### src/hbsf_pkg.sv
// ----------------------------------------------------------------------------
// hbsf_pkg
// Shared constants and controller/datapath interface types for the HDLC
// byte-stuffing framer.
// ----------------------------------------------------------------------------
package hbsf_pkg;

  // Default payload size; the frame store holds twice this many bytes
  localparam int PACKET_BYTES_DEF = 64;

  // Framing and escape codes
  localparam logic [7:0] FLAG_BYTE = 8'h7E;
  localparam logic [7:0] ESC_BYTE  = 8'h7D;
  localparam logic [7:0] ESC_FLAG  = 8'h5E;
  localparam logic [7:0] ESC_ESC   = 8'h5D;

  // Result word geometry
  localparam int WORD_BYTES = 8;
  localparam int WORD_W     = 64;
  localparam int CNT_W      = 4;

  // Commands from controller to datapath
  typedef struct packed {
    logic take;        // accept input item, stuff first byte
    logic write_esc2;  // write second byte of an escape pair
    logic write_flag;  // write closing flag
    logic read;        // issue one store read for the drain
    logic load_drop;   // load the dropped-frame result
    logic clear_word;  // start a new result word
    logic end_frame;   // close frame, clear fill and overflow
  } cmd_t;

  // Status from datapath to controller
  typedef struct packed {
    logic esc;         // incoming byte needs escaping (frame not overflowed)
    logic ovf_next;    // frame overflowed after this byte
    logic last_in;     // incoming item carries the last-byte mark
    logic last_held;   // held last-byte mark of the escaped item
    logic ovf;         // overflow mark
    logic word_end;    // current read finishes the result word
    logic final_word;  // result word on the output is the last of the frame
  } sts_t;

endpackage

### src/hbsf_ram.sv
// ----------------------------------------------------------------------------
// hbsf_ram
// Generic single-write, single-read RAM with registered read data.
// ----------------------------------------------------------------------------
module hbsf_ram #(
  parameter int WIDTH = 8,
  parameter int DEPTH = 128
) (
  input  logic                     clk,
  input  logic                     we,
  input  logic [$clog2(DEPTH)-1:0] waddr,
  input  logic [WIDTH-1:0]         wdata,
  input  logic [$clog2(DEPTH)-1:0] raddr,
  output logic [WIDTH-1:0]         rdata
);

  logic [WIDTH-1:0] mem [DEPTH];

  // Write port
  always_ff @(posedge clk) begin
    if (we) begin
      mem[waddr] <= wdata;
    end
  end

  // Registered read port
  always_ff @(posedge clk) begin
    rdata <= mem[raddr];
  end

endmodule

### src/hbsf_datapath.sv
// ----------------------------------------------------------------------------
// hbsf_datapath
// Byte stuffing into the frame store, fill and overflow tracking, and
// assembly of result words during the drain.
// ----------------------------------------------------------------------------
module hbsf_datapath #(
  parameter int PACKET_BYTES = hbsf_pkg::PACKET_BYTES_DEF
) (
  input  logic                                clk,
  input  logic                                rst,
  input  hbsf_pkg::cmd_t                      cmd,
  output hbsf_pkg::sts_t                      sts,
  input  logic [7:0]                          data_byte,
  input  logic                                last_byte,
  output logic [hbsf_pkg::WORD_W-1:0]         frame_word,
  output logic [hbsf_pkg::CNT_W-1:0]          bytes_valid,
  output logic                                last_word,
  output logic                                frame_dropped
);

  localparam int DEPTH = 2 * PACKET_BYTES;
  localparam int AW    = $clog2(DEPTH);
  localparam int FW    = $clog2(DEPTH + 1);
  localparam logic [FW-1:0] LIMIT = FW'(DEPTH - 2);

  logic [FW-1:0]               fill;
  logic                        ovf;
  logic [7:0]                  esc2_byte;
  logic                        last_held;
  logic [FW-1:0]               rd_pos;
  logic [2:0]                  lane_iss;
  logic                        rd_pend;
  logic [2:0]                  rd_lane;
  logic                        rd_zero;
  logic [hbsf_pkg::WORD_W-1:0] acc;
  logic [hbsf_pkg::CNT_W-1:0]  bcount;
  logic                        last_q;
  logic                        drop_q;

  logic [FW-1:0] eff;
  logic [FW-1:0] fill_new;
  logic [FW-1:0] fill_m1;
  logic          byte_esc;
  logic          we;
  logic [AW-1:0] waddr;
  logic [7:0]    wdata;
  logic [7:0]    rdata;

  // Position 0 is never written; the opening flag is supplied on the drain
  assign byte_esc = (data_byte == hbsf_pkg::FLAG_BYTE) || (data_byte == hbsf_pkg::ESC_BYTE);
  assign eff      = (fill == '0) ? FW'(1) : fill;
  assign fill_new = eff + (byte_esc ? FW'(2) : FW'(1));
  assign fill_m1  = fill - FW'(1);

  // Status to the controller
  always_comb begin
    sts.esc        = !ovf && byte_esc;
    sts.ovf_next   = ovf || (fill_new > LIMIT);
    sts.last_in    = last_byte;
    sts.last_held  = last_held;
    sts.ovf        = ovf;
    sts.word_end   = (lane_iss == 3'd7) || (rd_pos == fill);
    sts.final_word = last_q;
  end

  // Select the store write
  always_comb begin
    we    = 1'b0;
    waddr = fill[AW-1:0];
    wdata = data_byte;
    if (cmd.take && !ovf) begin
      we    = 1'b1;
      waddr = eff[AW-1:0];
      wdata = byte_esc ? hbsf_pkg::ESC_BYTE : data_byte;
    end else if (cmd.write_esc2) begin
      we    = 1'b1;
      waddr = fill_m1[AW-1:0];
      wdata = esc2_byte;
    end else if (cmd.write_flag) begin
      we    = 1'b1;
      waddr = fill[AW-1:0];
      wdata = hbsf_pkg::FLAG_BYTE;
    end
  end

  hbsf_ram #(
    .WIDTH(8),
    .DEPTH(DEPTH)
  ) u_store (
    .clk  (clk),
    .we   (we),
    .waddr(waddr),
    .wdata(wdata),
    .raddr(rd_pos[AW-1:0]),
    .rdata(rdata)
  );

  // Track fill count and overflow mark
  always_ff @(posedge clk) begin
    if (rst) begin
      fill      <= '0;
      ovf       <= 1'b0;
      last_held <= 1'b0;
    end else begin
      if (cmd.take) begin
        last_held <= last_byte;
        if (!ovf) begin
          fill <= fill_new;
          ovf  <= fill_new > LIMIT;
        end
      end else if (cmd.end_frame) begin
        fill <= '0;
        ovf  <= 1'b0;
      end
    end
  end

  // Hold second byte of an escape pair
  always_ff @(posedge clk) begin
    if (cmd.take) begin
      esc2_byte <= (data_byte == hbsf_pkg::FLAG_BYTE) ? hbsf_pkg::ESC_FLAG
                                                      : hbsf_pkg::ESC_ESC;
    end
  end

  // Advance drain read position and pipeline tags
  always_ff @(posedge clk) begin
    if (rst) begin
      rd_pos   <= '0;
      lane_iss <= '0;
      rd_pend  <= 1'b0;
      rd_lane  <= '0;
      rd_zero  <= 1'b0;
    end else begin
      rd_pend <= cmd.read;
      if (cmd.read) begin
        rd_pos   <= rd_pos + FW'(1);
        lane_iss <= lane_iss + 3'd1;
        rd_lane  <= lane_iss;
        rd_zero  <= (rd_pos == '0);
      end else if (cmd.clear_word) begin
        lane_iss <= '0;
      end
      if (cmd.end_frame) begin
        rd_pos <= '0;
      end
    end
  end

  // Assemble result word, earliest byte in the top lane
  always_ff @(posedge clk) begin
    if (cmd.clear_word || cmd.load_drop) begin
      acc <= '0;
    end else if (rd_pend) begin
      acc[{~rd_lane, 3'b000} +: 8] <= rd_zero ? hbsf_pkg::FLAG_BYTE : rdata;
    end
  end

  // Result count and marks
  always_ff @(posedge clk) begin
    if (rst) begin
      bcount <= '0;
      last_q <= 1'b0;
      drop_q <= 1'b0;
    end else begin
      if (cmd.load_drop) begin
        bcount <= '0;
        last_q <= 1'b1;
        drop_q <= 1'b1;
      end else if (cmd.clear_word) begin
        bcount <= '0;
        last_q <= 1'b0;
        drop_q <= 1'b0;
      end else begin
        if (rd_pend) begin
          bcount <= bcount + 4'd1;
        end
        if (cmd.read && (rd_pos == fill)) begin
          last_q <= 1'b1;
        end
      end
    end
  end

  assign frame_word    = acc;
  assign bytes_valid   = bcount;
  assign last_word     = last_q;
  assign frame_dropped = drop_q;

  // Drain never reads past the closing flag
  a_read_in_frame: assert property (@(posedge clk) disable iff (rst)
    cmd.read |-> (rd_pos <= fill))
    else $error("drain read beyond closing flag");

  // A word never collects more than eight bytes
  a_count_bound: assert property (@(posedge clk) disable iff (rst)
    rd_pend |-> (bcount < 4'd8))
    else $error("result word overfilled");

endmodule

### src/hbsf_ctrl.sv
// ----------------------------------------------------------------------------
// hbsf_ctrl
// Controller state machine: sequences stuffing writes, closing flag, store
// drain and result handshake.
// ----------------------------------------------------------------------------
module hbsf_ctrl (
  input  logic           clk,
  input  logic           rst,
  input  logic           in_valid,
  output logic           in_ready,
  output logic           out_valid,
  input  logic           out_ready,
  output hbsf_pkg::cmd_t cmd,
  input  hbsf_pkg::sts_t sts
);

  typedef enum logic [5:0] {
    ST_IDLE  = 6'b000001,
    ST_ESC2  = 6'b000010,
    ST_CLOSE = 6'b000100,
    ST_DRAIN = 6'b001000,
    ST_LOAD  = 6'b010000,
    ST_EMIT  = 6'b100000
  } state_t;

  state_t state;
  state_t state_next;

  assign in_ready  = (state == ST_IDLE);
  assign out_valid = (state == ST_EMIT);

  // Next state and commands
  always_comb begin
    state_next = state;
    cmd        = '0;
    unique case (state)
      ST_IDLE: begin
        if (in_valid) begin
          cmd.take = 1'b1;
          if (sts.esc) begin
            state_next = ST_ESC2;
          end else if (sts.last_in) begin
            if (sts.ovf_next) begin
              cmd.load_drop = 1'b1;
              state_next    = ST_EMIT;
            end else begin
              state_next = ST_CLOSE;
            end
          end
        end
      end
      ST_ESC2: begin
        cmd.write_esc2 = 1'b1;
        if (sts.last_held) begin
          if (sts.ovf) begin
            cmd.load_drop = 1'b1;
            state_next    = ST_EMIT;
          end else begin
            state_next = ST_CLOSE;
          end
        end else begin
          state_next = ST_IDLE;
        end
      end
      ST_CLOSE: begin
        cmd.write_flag = 1'b1;
        cmd.clear_word = 1'b1;
        state_next     = ST_DRAIN;
      end
      ST_DRAIN: begin
        cmd.read = 1'b1;
        if (sts.word_end) begin
          state_next = ST_LOAD;
        end
      end
      ST_LOAD: begin
        state_next = ST_EMIT;
      end
      ST_EMIT: begin
        if (out_ready) begin
          if (sts.final_word) begin
            cmd.end_frame = 1'b1;
            state_next    = ST_IDLE;
          end else begin
            cmd.clear_word = 1'b1;
            state_next     = ST_DRAIN;
          end
        end
      end
      default: begin
        state_next = ST_IDLE;
      end
    endcase
  end

  // State register
  always_ff @(posedge clk) begin
    if (rst) begin
      state <= ST_IDLE;
    end else begin
      state <= state_next;
    end
  end

  // Input and output sides are never open together
  a_no_overlap: assert property (@(posedge clk) disable iff (rst)
    !(in_ready && out_valid))
    else $error("input and output open in the same cycle");

  // An accepted last byte leaves the input side closed in the next cycle
  a_last_blocks: assert property (@(posedge clk) disable iff (rst)
    (in_valid && in_ready && sts.last_in) |=> !in_ready)
    else $error("input taken right after last byte");

  // A non-final word hands back to the drain
  a_resume_drain: assert property (@(posedge clk) disable iff (rst)
    (out_valid && out_ready && !sts.final_word) |=> (state == ST_DRAIN))
    else $error("drain not resumed after word");

endmodule

### src/hdlc_byte_stuffing_framer.sv
// ----------------------------------------------------------------------------
// hdlc_byte_stuffing_framer
// HDLC-style byte-stuffing framer: stuffs payload bytes into a frame store
// and emits the flagged frame as 64-bit words.
//
//   Channel  Direction  Handshake             Payload
//   input    in         in_valid / in_ready   data_byte, last_byte
//   output   out        out_valid / out_ready frame_word, bytes_valid,
//                                             last_word, frame_dropped
//
// An escaped byte needs two store writes on the single write port, so the
// input side stays closed while the second is written. A last byte is
// followed by the closing flag write, then each result word is read one
// byte a cycle from the byte-wide store with registered read data and
// shown until the output takes it. A dropped frame shows its result the
// cycle after its last byte, or after the escape write when that byte needs one.
// Synchronous reset clears the control state; the store needs no clearing.
// ----------------------------------------------------------------------------
module hdlc_byte_stuffing_framer #(
  parameter int PACKET_BYTES = hbsf_pkg::PACKET_BYTES_DEF
) (
  input  logic                        clk,
  input  logic                        rst,
  input  logic                        in_valid,
  output logic                        in_ready,
  input  logic [7:0]                  data_byte,
  input  logic                        last_byte,
  output logic                        out_valid,
  input  logic                        out_ready,
  output logic [hbsf_pkg::WORD_W-1:0] frame_word,
  output logic [hbsf_pkg::CNT_W-1:0]  bytes_valid,
  output logic                        last_word,
  output logic                        frame_dropped
);

  hbsf_pkg::cmd_t cmd;
  hbsf_pkg::sts_t sts;

  hbsf_ctrl u_ctrl (
    .clk      (clk),
    .rst      (rst),
    .in_valid (in_valid),
    .in_ready (in_ready),
    .out_valid(out_valid),
    .out_ready(out_ready),
    .cmd      (cmd),
    .sts      (sts)
  );

  hbsf_datapath #(
    .PACKET_BYTES(PACKET_BYTES)
  ) u_datapath (
    .clk          (clk),
    .rst          (rst),
    .cmd          (cmd),
    .sts          (sts),
    .data_byte    (data_byte),
    .last_byte    (last_byte),
    .frame_word   (frame_word),
    .bytes_valid  (bytes_valid),
    .last_word    (last_word),
    .frame_dropped(frame_dropped)
  );

endmodule
### config.mk
export PLATFORM = sky130hd
export DESIGN_NAME = hdlc_byte_stuffing_framer
export DESIGN_NICKNAME = d
export VERILOG_FILES = /design/src/hbsf_pkg.sv /design/src/hbsf_ram.sv /design/src/hbsf_datapath.sv /design/src/hbsf_ctrl.sv /design/src/hdlc_byte_stuffing_framer.sv
export SDC_FILE = /design/constraint.sdc
export NUM_CORES = 1
export LEC_CHECK = 0
export ABC_CLOCK_PERIOD_IN_PS = 11400
export BUFFER_PORTS_ARGS = -buffer_cell sky130_fd_sc_hd__buf_2
export CORE_ASPECT_RATIO = 2
export CORE_MARGIN = 1
export CORE_UTILIZATION = 40
export CTS_BUF_LIST = sky130_fd_sc_hd__clkbuf_8
export CTS_CLUSTER_DIAMETER = 40
export DETAILED_ROUTE_END_ITERATION = 10
export SLEW_MARGIN = 30
export SYNTH_ARGS = -nofsm -noshare
export SYNTH_HDL_FRONTEND = slang
export SYNTH_SLANG_ARGS = --single-unit
### constraint.sdc
create_clock -name clk -period 11.4 [get_ports clk]
set_input_delay 1.71 -clock clk [delete_from_list [all_inputs] [get_ports clk]]
set_output_delay 1.71 -clock clk [all_outputs]
set_load 0.005 [all_outputs]
==> results.sh <==
export IMPL_synth_compound_area_share_pct=3.727
export IMPL_whs_ns=0.4555
export IMPL_synth_main_ff_cell="edfxtp_1"
export IMPL_drive_gt1_share_pct=23.14
export IMPL_synthSimpleGateAreaFrac_pct=5.053
export IMPL_hp_class="register to register"
export IMPL_cp_common_cell="nor2_1"
export IMPL_holdBufCountCts=0
export IMPL_hold_start="u_datapath.frame_dropped"
export IMPL_grt_pass1_wl_mm=173.4
export IMPL_cpPeakStageDelay_ns=0.95
export IMPL_setup_ws_ns=7.093
export IMPL_grt_max_degree=106
export IMPL_cts_max_path_buffers=3
export IMPL_cts_root_buf="clkbuf_8"
export IMPL_drc_errors=0
export IMPL_cp_num_buf_inv=2
export IMPL_final_max_slew_viol_count=0
export IMPL_initial_utilization_pct=40.37
export IMPL_rows=173
export IMPL_cts_made_buffers=145
export IMPL_fmax_mhz=232.2
export IMPL_final_cells=4176
export IMPL_place_area_um2=46990
export IMPL_synth_distinct_cells=84
export IMPL_drtIter0Drc=1935
export IMPL_fin_worst_skew_ns=0.05235
export IMPL_ant_nets=0
export IMPL_cts_tree="done"
export IMPL_cts_resized=0
export IMPL_yosysSeqAreaShare_pct=73.50
export IMPL_die_w_um=238.9
export IMPL_cts_max_level=4
export IMPL_dp_cells=3911
export IMPL_insertion_delay_ns=0.84
export IMPL_period_share_pct=37.78
export IMPL_fin_setup_tns_ns=0
export IMPL_io_buffers=84
export IMPL_worst_slew_pin_slew_ns=1.015
export IMPL_vias=23850
export IMPL_ioPinCount=85
export IMPL_drt_wirelength_per_cell_um=28.94
export IMPL_ys_warnings_count=0
export IMPL_synth_seq_cells=1136
export IMPL_synth_edff_count=1026
export IMPL_path_cells="buf_2 -> inv_1 -> nor4b_4 -> nor2_1 -> nor2_1 -> nand2_1 -> nor2_1"
export IMPL_synthMuxAreaShare_pct=15.17
export IMPL_synth_top_family_by_area="multiplexers"
export IMPL_drv_cap=0
export IMPL_synth_nets=2454
export IMPL_crit_path_start_kind="input pin"
export IMPL_cp_max_fo=13
export IMPL_fin_crit_ns=4.307
export IMPL_track_usage_pct=21.53
export IMPL_yosys_area_share_adder_pct=0.3232
export IMPL_endpoint_kind="register"
export IMPL_clkTransAtPathRegs_ns=0.07
export IMPL_worstHoldEndpoint="u_datapath.frame_dropped"
export IMPL_grt_pass1_vias=24800
export IMPL_routed_wl_mm=120.9
export IMPL_synth_xor_area_share_pct=0.5432
export IMPL_powerDensity_nw_per_um2=173.9
export IMPL_areaGrowthSynthToFinish_pct=10.88
export IMPL_dp_hpwl_mm=77.92
export IMPL_post_cts_buffers=0
export IMPL_arrival_ns=4.74
export IMPL_dp_slack_ns=6.355
export IMPL_rrSetupSlack_ns=7.13
export IMPL_gp_congestion=0.8841
export IMPL_crit_family="simple AND/OR/NAND/NOR gates"
export IMPL_netlist_area_um2=44910
export IMPL_vias_per_cell=5.712
export IMPL_final_nets=2595
export IMPL_die_area_um2=113700
export IMPL_min_path_cells=2
export IMPL_criticalPathCategory="input pin to register"
export IMPL_overflow=0
export IMPL_async_flop_share_pct=0
export IMPL_final_design_area_no_fill_um2=49800
export IMPL_slew_headroom_pct=32.20
export IMPL_die_h_um=475.9
export IMPL_drtPass1Iterations=7
export IMPL_finalHoldViolCount=0
export IMPL_final_setup_viol_count=0
export IMPL_vdd_drop_max_mv=0.1028
export IMPL_timing_rr_start="u_ctrl.state[2]"
export IMPL_syn_inst=2430
export IMPL_grt_antenna_before_repair=2
export IMPL_required_ns=11.83
export IMPL_crit_slowest_cell="nor2_1"
export IMPL_core_area_um2=111300
export IMPL_worstReg2RegEnd="u_datapath.u_store.mem[53][6]"
export IMPL_syn_area_per_cell_um2=18.48
export IMPL_rsz0062_at_grt="false"
export IMPL_r2r_cells=6
export IMPL_leakage_uw=0.01524
export IMPL_clkSinkCount=1136
export IMPL_outcome="complete, no violations"
flip-flops by register name, indices dropped and copies added, names as in the netlist, 4 cells and up:
signal	cells
u_ctrl.state	6
u_datapath.fill	8
u_datapath.u_store.mem	1024
u_datapath.bytes_valid	4
u_datapath.rd_pos	8
u_datapath.frame_word	64
u_datapath.u_store.rdata	8
per-layer routing:
| metal | track usage [%] | up-vias | share of wire, % |
|---|---|---|---|
| li1 | - | 10080 | - |
| met3 | 3.523 | 361 | 5.7 |
| met4 | 17.23 | 0 | 8.7 |
| met5 | 0 | - | 0 |
| met1 | 22.36 | 12410 | 33 |
| met2 | 38.23 | 998 | 53 |
worst register-to-register path, stage by stage (launching register included):
cell,delay (ns)
dfxtp_1,0.44
or4_4,0.62
nor4b_4,0.65
nor2_1,0.31
nor2_1,0.31
nand2_1,0.59
nor2_1,0.95
worst max path at each step:
stage	startpoint	end	cells after the start
2_1_floorplan	u_ctrl.state[0]	u_datapath.u_store.mem[0][1]	3
3_3_place_gp	in_valid	u_datapath.u_store.mem[83][2]	7
3_5_place_dp	data_byte[1]	u_datapath.u_store.mem[103][7]	7
4_1_cts	u_ctrl.state[1]	out_valid	3
5_1_grt	in_valid	u_datapath.u_store.mem[10][4]	7
6_report	in_valid	u_datapath.u_store.mem[53][6]	7
logic make-up after synthesis:
group	count (synthesis)
adder cells (fa/ha/maj)	11
multiplexers	366
buffers and inverters	146
AO/OA/AOI/OAI	247
AND/OR/NAND/NOR	497
flip-flops	1136
XOR/XNOR	27
per-stage QoR:
stage / util, % / power [uW]
global placement: 42.22 / 5774
finish: 44.76 / 8661
global route: 44.76 / 8924
CTS: 44.74 / 8718
floorplan: - / 5421
detailed placement: 42.23 / 5818
cell usage after synthesis, types with 17 or more instances:
| library cell | instances | area, um^2 |
|---|---|---|
| edfxtp_1 | 1026 | 30810 |
| nor2_1 | 270 | 1013 |
| mux4_2 | 251 | 5653 |
| dfxtp_1 | 110 | 2202 |
| mux2i_1 | 107 | 1071 |
| nand2_1 | 71 | 266.5 |
| a21oi_1 | 60 | 300.3 |
| nand3_1 | 53 | 265.3 |
| clkbuf_1 | 46 | 172.7 |
| a22oi_1 | 44 | 330.3 |
| buf_2 | 44 | 220.2 |
| a211oi_1 | 41 | 307.8 |
| o21ai_0 | 28 | 140.1 |
| nor2b_1 | 18 | 112.6 |
| nor3_1 | 17 | 85.08 |
| xnor2_1 | 17 | 148.9 |
placed cells by master, fill, tap and decap left out, types with 7 or more instances in the layout:
cell type	n
dfxtp_1	106
nor3_1	17
xor2_1	9
xnor2_1	17
a21oi_1	58
clkinv_2	21
or3_1	7
a211oi_1	41
nor2_1	267
a22oi_1	44
bufinv_16	7
mux2i_1	107
inv_1	52
ha_1	10
clkinv_1	30
mux2_2	8
nor2b_1	18
o21ai_0	28
a31oi_1	13
edfxtp_1	1026
nand4_1	11
mux4_2	251
nand2_1	67
buf_2	84
nand3_1	53
buf_4	39
clkbuf_8	149
power breakdown:
part	switching [uW]	internal (uW)	leakage [uW]
combinational	679	190	0.00356
clock	1540	1400	0.00158
sequential	46.4	4810	0.0101
total	2260	6400	0.0152
area by class of cell:
cell class                 count  area (um^2)
inverter                      12        45.04
timing repair buffer         128        804.5
sequential                  1136        33030
antenna                        1        2.502
fill                        9605        61460
tap                         1487         1861
multi-input combinational   1148        11270
clock buffer                 149         2051
clock inverter               115        744.5
(Power assumes the default switching activity.)
